**src/design/sepool_pkg.sv**
```systemverilog
// sepool_pkg: shared types, command codes and constants of the sparse edge max pool.
// Used by sepool_maxu and sparse_edge_max_pool. No dependencies.
`timescale 1ns / 1ps

package sepool_pkg;

  // default store geometry
  localparam int DEF_MAX_BATCH        = 4;
  localparam int DEF_MAX_IN_VERTICES  = 256;
  localparam int DEF_MAX_OUT_VERTICES = 64;
  localparam int DEF_MAX_FEATURES     = 64;

  // field widths
  localparam int CMD_W   = 2;
  localparam int BATCH_W = 2;
  localparam int SRC_W   = 8;
  localparam int DST_W   = 6;
  localparam int FEAT_W  = 6;
  localparam int VAL_W   = 16;
  localparam int FC_W    = 7;

  localparam logic [FC_W-1:0] FC_RESET = 7'd64;

  localparam logic signed [VAL_W-1:0] Q_MIN = 16'sh8000;
  localparam logic signed [VAL_W-1:0] Q_MAX = 16'sh7fff;

  // configuration register indexes
  localparam logic REG_FEATURE_COUNT = 1'b0;

  typedef enum logic [CMD_W-1:0] {
    CMD_LOAD = 2'd0,
    CMD_EDGE = 2'd1,
    CMD_READ = 2'd2,
    CMD_INIT = 2'd3
  } cmd_e;

  // operands of one feature step
  typedef struct packed {
    logic                    valid;
    logic signed [VAL_W-1:0] weight;
    logic signed [VAL_W-1:0] feat;
    logic signed [VAL_W-1:0] old;
  } mac_in_t;

  // outcome of one feature step
  typedef struct packed {
    logic                    valid;
    logic                    upd;
    logic signed [VAL_W-1:0] value;
  } mac_out_t;

endpackage

```
**src/design/sepool_maxu.sv**
```systemverilog
// sepool_maxu: shared multiply / scale / saturate / max unit, one feature per cycle.
// Two stages: registered product, then saturate and compare. Depends on sepool_pkg.
`timescale 1ns / 1ps

module sepool_maxu (
  input  logic                clk_i,
  input  logic                rst_ni,
  input  sepool_pkg::mac_in_t in_i,
  output sepool_pkg::mac_out_t out_o
);
  import sepool_pkg::*;

  logic                      valid_q;
  logic signed [2*VAL_W-1:0] prod_q;
  logic signed [VAL_W-1:0]   old_q;
  logic signed [VAL_W-1:0]   sat;
  logic                      fits;

  always_ff @(posedge clk_i or negedge rst_ni) begin
    if (!rst_ni) begin
      valid_q <= 1'b0;
    end else begin
      valid_q <= in_i.valid;
    end
  end

  always_ff @(posedge clk_i) begin
    if (in_i.valid) begin
      prod_q <= in_i.weight * in_i.feat;
      old_q  <= in_i.old;
    end
  end

  // arithmetic shift by 8 floors; result fits when bits 31..23 agree
  always_comb begin
    fits = (prod_q[2*VAL_W-1:VAL_W+7] == '0) || (prod_q[2*VAL_W-1:VAL_W+7] == '1);
    if (fits) begin
      sat = prod_q[VAL_W+7:8];
    end else if (prod_q[2*VAL_W-1]) begin
      sat = Q_MIN;
    end else begin
      sat = Q_MAX;
    end
  end

  assign out_o.valid = valid_q;
  assign out_o.upd   = valid_q && (sat > old_q);
  assign out_o.value = sat;

endmodule

```
**config.mk**
```make
export PLATFORM = sky130hd
export DESIGN_NAME = sepool_maxu
export DESIGN_NICKNAME = d
export VERILOG_FILES = /design/src/design/sepool_pkg.sv /design/src/design/sepool_maxu.sv
export SDC_FILE = /design/constraint.sdc
export NUM_CORES = 1
export LEC_CHECK = 0
export ABC_AREA = 0
export BUFFER_PORTS_ARGS = -buffer_cell sky130_fd_sc_hd__buf_2
export CORE_ASPECT_RATIO = 1.1
export CORE_MARGIN = 5
export CORE_UTILIZATION = 25
export CTS_CLUSTER_DIAMETER = 200
export DETAILED_ROUTE_END_ITERATION = 12
export PLACE_DENSITY = 0.52
export SYNTH_ARGS = -nofsm -noshare
export SYNTH_HDL_FRONTEND = slang
export SYNTH_SLANG_ARGS = --single-unit
export TNS_END_PERCENT = 100
```
**constraint.sdc**
```tcl
create_clock -name clk_i -period 3.9 [get_ports clk_i]
set_input_delay 0.39 -clock clk_i [delete_from_list [all_inputs] [get_ports clk_i]]
set_output_delay 0.39 -clock clk_i [all_outputs]
set_load 0.01 [all_outputs]
```
; ---- Yosys cells after proc, flatten, opt, wreduce, memory -nomap -nowiden
; Index checks and enable logic that the tools add are counted.
; W data, S select, Z words.
[totals]
output_inout_bits = 18
mem_bits_rw = 0
latch_bits = 0
romBits = 0
word_cells = 11
in_bits = 51
mem_count = 0
ff_bits = 49
[classes]
n_lt_le_gt_ge = 1
mux = 2
n_div = 0
n_addsub = 0
multipliers = 1
bitwise = 0
n_reduce_logical = 3
eq_ne = 1
n_shift = 0
[op_table]
columns = cell, n
row1 = $mul A16 B16 Y32, 1
row2 = $mux W16, 2
row3 = $gt A16 B16 Y1, 1
row4 = $eq A9 B9 Y1 const B, 1
row5 = $logic_not A9 Y1, 1
row6 = $logic_and A1 B1 Y1, 1
row7 = $logic_or A1 B1 Y1, 1

; ---- Depth between registers and ports, before layout
[logic_depth]
word_depth = 5
mapped_depth = 23
ltp_nobuf = 22

; ---- Worst setup path before layout
; Ideal clock, no wire load.
[synth_path]
path_kind = input to register
from = input in_i[47] (netlist bit)
to = register prod_q[31] (data pin)
n_path_buf = 1
arrival_time_ns = 5.698
path_slack_ns = -2.061
setup_ns = 0.263
t_required_ns = 3.637
path_stages = 19
cell_sequence = clkbuf_1 -> nand2_1 -> inv_1 -> fa_1 -> fa_1 -> fa_1 -> fa_1 -> fa_1 -> inv_1 -> fa_1 -> inv_1 -> ha_1 -> nand4_1 -> nor3_1 -> nand2_1 -> a211oi_2 -> o311ai_2 -> a311oi_1 -> xnor2_1
[synth_between]
elab_chain_len = 1
[synth_rtl]
columns = element, line
row1 = from (decl), sepool_maxu.sv:8  ; input sepool_pkg::mac_in_t in_i,
row2 = $mul A16 B16 Y32, sepool_maxu.sv:29  ; prod_q <= in_i.weight * in_i.feat;
row3 = to (signal assigned), sepool_maxu.sv:29
row4 = to (decl), sepool_maxu.sv:14  ; logic signed [2*VAL_W-1:0] prod_q;
; Every way passes these cells.
; A chain may end at the register's enable or synchronous reset.

; ---- Final worst setup path
[layout_path]
from = input in_i[45] (netlist bit)
to = register prod_q[30] (data pin)
; Same word-level chain as after synthesis.

==> impl_metrics.json <==
{
  "outcome": "finished with violations",
  "violations": "setup timing",
  "synth_area_um2": 11400,
  "via_per_inst": 4.16,
  "slew_violations": 0,
  "min_from": "in_i[10]",
  "crit_slowest_cell": "fa_1",
  "period_share_pct": 141,
  "area_delta_synth_final_pct": 33.4,
  "cp_common_cell": "fa_1",
  "synth-seq-area-share_pct": 10.8,
  "synth_cells": 1168,
  "finalWirelength_um": 28900,
  "layout_common_cells": "inv_1, fa_1, buf_4, nand2_1, and2_1",
  "die_h_um": 234,
  "yosysWarnings": 0,
  "start_kind": "primary input",
  "clk_path_buf_depth": 2,
  "met2WireLength_um": 16300,
  "grt_antenna_before_repair": 0,
  "max_freq_mhz": 182,
  "wl_met3_um": 598,
  "ys_ff_latch": 41,
  "path_clk_slew_ns": 0.06,
  "num_rows": 82,
  "grt_pass1_vias": 9438,
  "hold_viol": 0,
  "final_common_cell": "inv_1",
  "via_count": 8292,
  "die_x_um": 213,
  "hpwlAfterDp_um": 25500,
  "synth_edf_count": 40,
  "hold_path_class": "in -> reg",
  "clock_sinks": 41,
  "critPathKind": "in -> reg",
  "cap_violations": 0,
  "grt_pass1_wl_um": 48200,
  "ios": 69,
  "hold_path_depth": 1,
  "htreeDepth": 2,
  "fp.dieArea_um2": 49800,
  "post-route-util_pct": 33.5,
  "worstPathArrival_ns": 5.52,
  "numCtsBuffers": 5,
  "cp_max_fo": 5,
  "cp-end-kind": "register",
  "grt_use_total_pct": 12.0,
  "crit_required_ns": 3.93,
  "finalSetupTns_ns": -29.28,
  "dr.pass1.iters": 5,
  "synth_nets": 1575,
  "core_um2": 45200,
  "nets": 1809,
  "ant_nets": 0,
  "n_antenna_cell": 0,
  "synthArstFlopShare_pct": 2.44,
  "whs_endpoint": "old_q[10]",
  "setup-violations-final": 24,
  "hold_ws_ns": 0.284,
  "rsz0062_at_grt": "yes",
  "place_congestion": 0.861,
  "slew_headroom_pct": 37.6,
  "port_buffers": 68,
  "drcViolationCount": 0,
  "cts_root_buf": "clkbuf_16",
  "grt_start_max_net_pins": 42,
  "wl_per_cell_um": 14.5,
  "drive_gt1_share_pct": 29.5,
  "cpPeakStageDelay_ns": 0.54,
  "top_layer": "met4",
  "synth_ff_type": "edfxtp_1",
  "synthDistinctLibCells": 44,
  "grt_overflow": 0,
  "drt-initial-drc-count": 256,
  "worstPathCellList": "buf_12, and2_4, fa_1, inv_2, fa_1, fa_1, inv_2, fa_1, fa_1, inv_1, fa_1, inv_2, ha_4, a21o_1, a21o_1, a221o_1, and2_4, o311ai_4, nand2_2, a21oi_2, xnor2_1",
  "worst_slack_ns": -1.59,
  "period_needed_ns": 5.49,
  "crit_family": "adder cells",
  "start_util_pct": 25.1,
  "worst-slew-pin-transition_ns": 0.936,
  "cp_num_buf_inv": 5,
  "wirelength_met1_um": 11600,
  "syn_avg_cell_area_um2": 9.73,
  "cts_tree": "built"
}
cell families (layout without fill, tap and decap cells):
kind of cell | Yosys count | in the layout | share of synthesized area, %
and+or+nand+nor | 316 | 316 | 13.9
buffers and inverters | 335 | 570 | 11.1
DFF | 41 | 41 | 10.8
adders and majority gates | 356 | 356 | 56.5
AOI/OAI and AO/OA | 87 | 87 | 5.19
xor gates and xnor gates | 33 | 33 | 2.54
state kept, by name (all words and copies together), names as in the netlist:
register  cells
prod_q       24
old_q        16
valid_q       1
per-layer routing:
metal	GRT usage, %	vias to the layer above
met5	0	-
met2	23.8	110
met3	0.631	23
met1	14.6	4226
li1	-	3933
met4	1.59	0
cell type report:
class / instances / area, um^2
fill: 4595 / 30100
multi-input combinational: 792 / 9670
timing repair buffer: 264 / 2240
sequential: 41 / 1230
inverter: 298 / 1120
tap: 588 / 736
clock buffer: 6 / 129
clock inverter: 2 / 33.8
stage by stage:
| stage | setup slack (ns) | instances | instance area, um^2 |
|---|---|---|---|
| after CTS | -1.65 | 1969 | 14500 |
| after floorplan | -1.66 | 1168 | 11800 |
| after detailed placement | -2.11 | 1951 | 13800 |
| after global routing | -1.75 | 1991 | 15200 |
| after global placement | -2.03 | 1951 | 13800 |
| final | -1.59 | 1991 | 15200 |
synth_stat cells, drive strengths merged, types with 9 or more instances:
cell type	n	area [um^2]
nor2	27	101
xor2	9	78.8
and2	120	753
edfxtp	40	1200
a21o	21	158
xnor2	24	210
nand4	9	56.3
ha	95	1190
fa	261	5230
a21oi	27	139
inv	298	1120
nand2	132	498
o21ai	12	63.8
clkbuf	35	131
timing repair:
action / 4_1_cts / 5_1_grt
hold buffers: 1 / 0
gates cloned: 0 / 2
hold endpoints to repair: 1 / 0
resized for setup: 124 / 106
buffers inserted: 13 / 25
setup endpoints to repair: 24 / 25
pin swaps: 50 / 69
worst max path at each step:
| stage | from | to | slack (ns) | cells past startpoint |
|---|---|---|---|---|
| after detailed placement | in_i[45] | prod_q[30] | -2.11 | 21 |
| after CTS | in_i[19] | prod_q[30] | -1.65 | 21 |
| after floorplan | in_i[44] | prod_q[30] | -1.66 | 21 |
| after global placement | in_i[45] | prod_q[30] | -2.03 | 21 |
| final | in_i[45] | prod_q[30] | -1.59 | 21 |
| after global routing | in_i[45] | prod_q[30] | -1.75 | 21 |
Power is left out: the tool's default activity adds up to more than one toggle a clock period on the data nets, which glitch-free logic cannot reach.
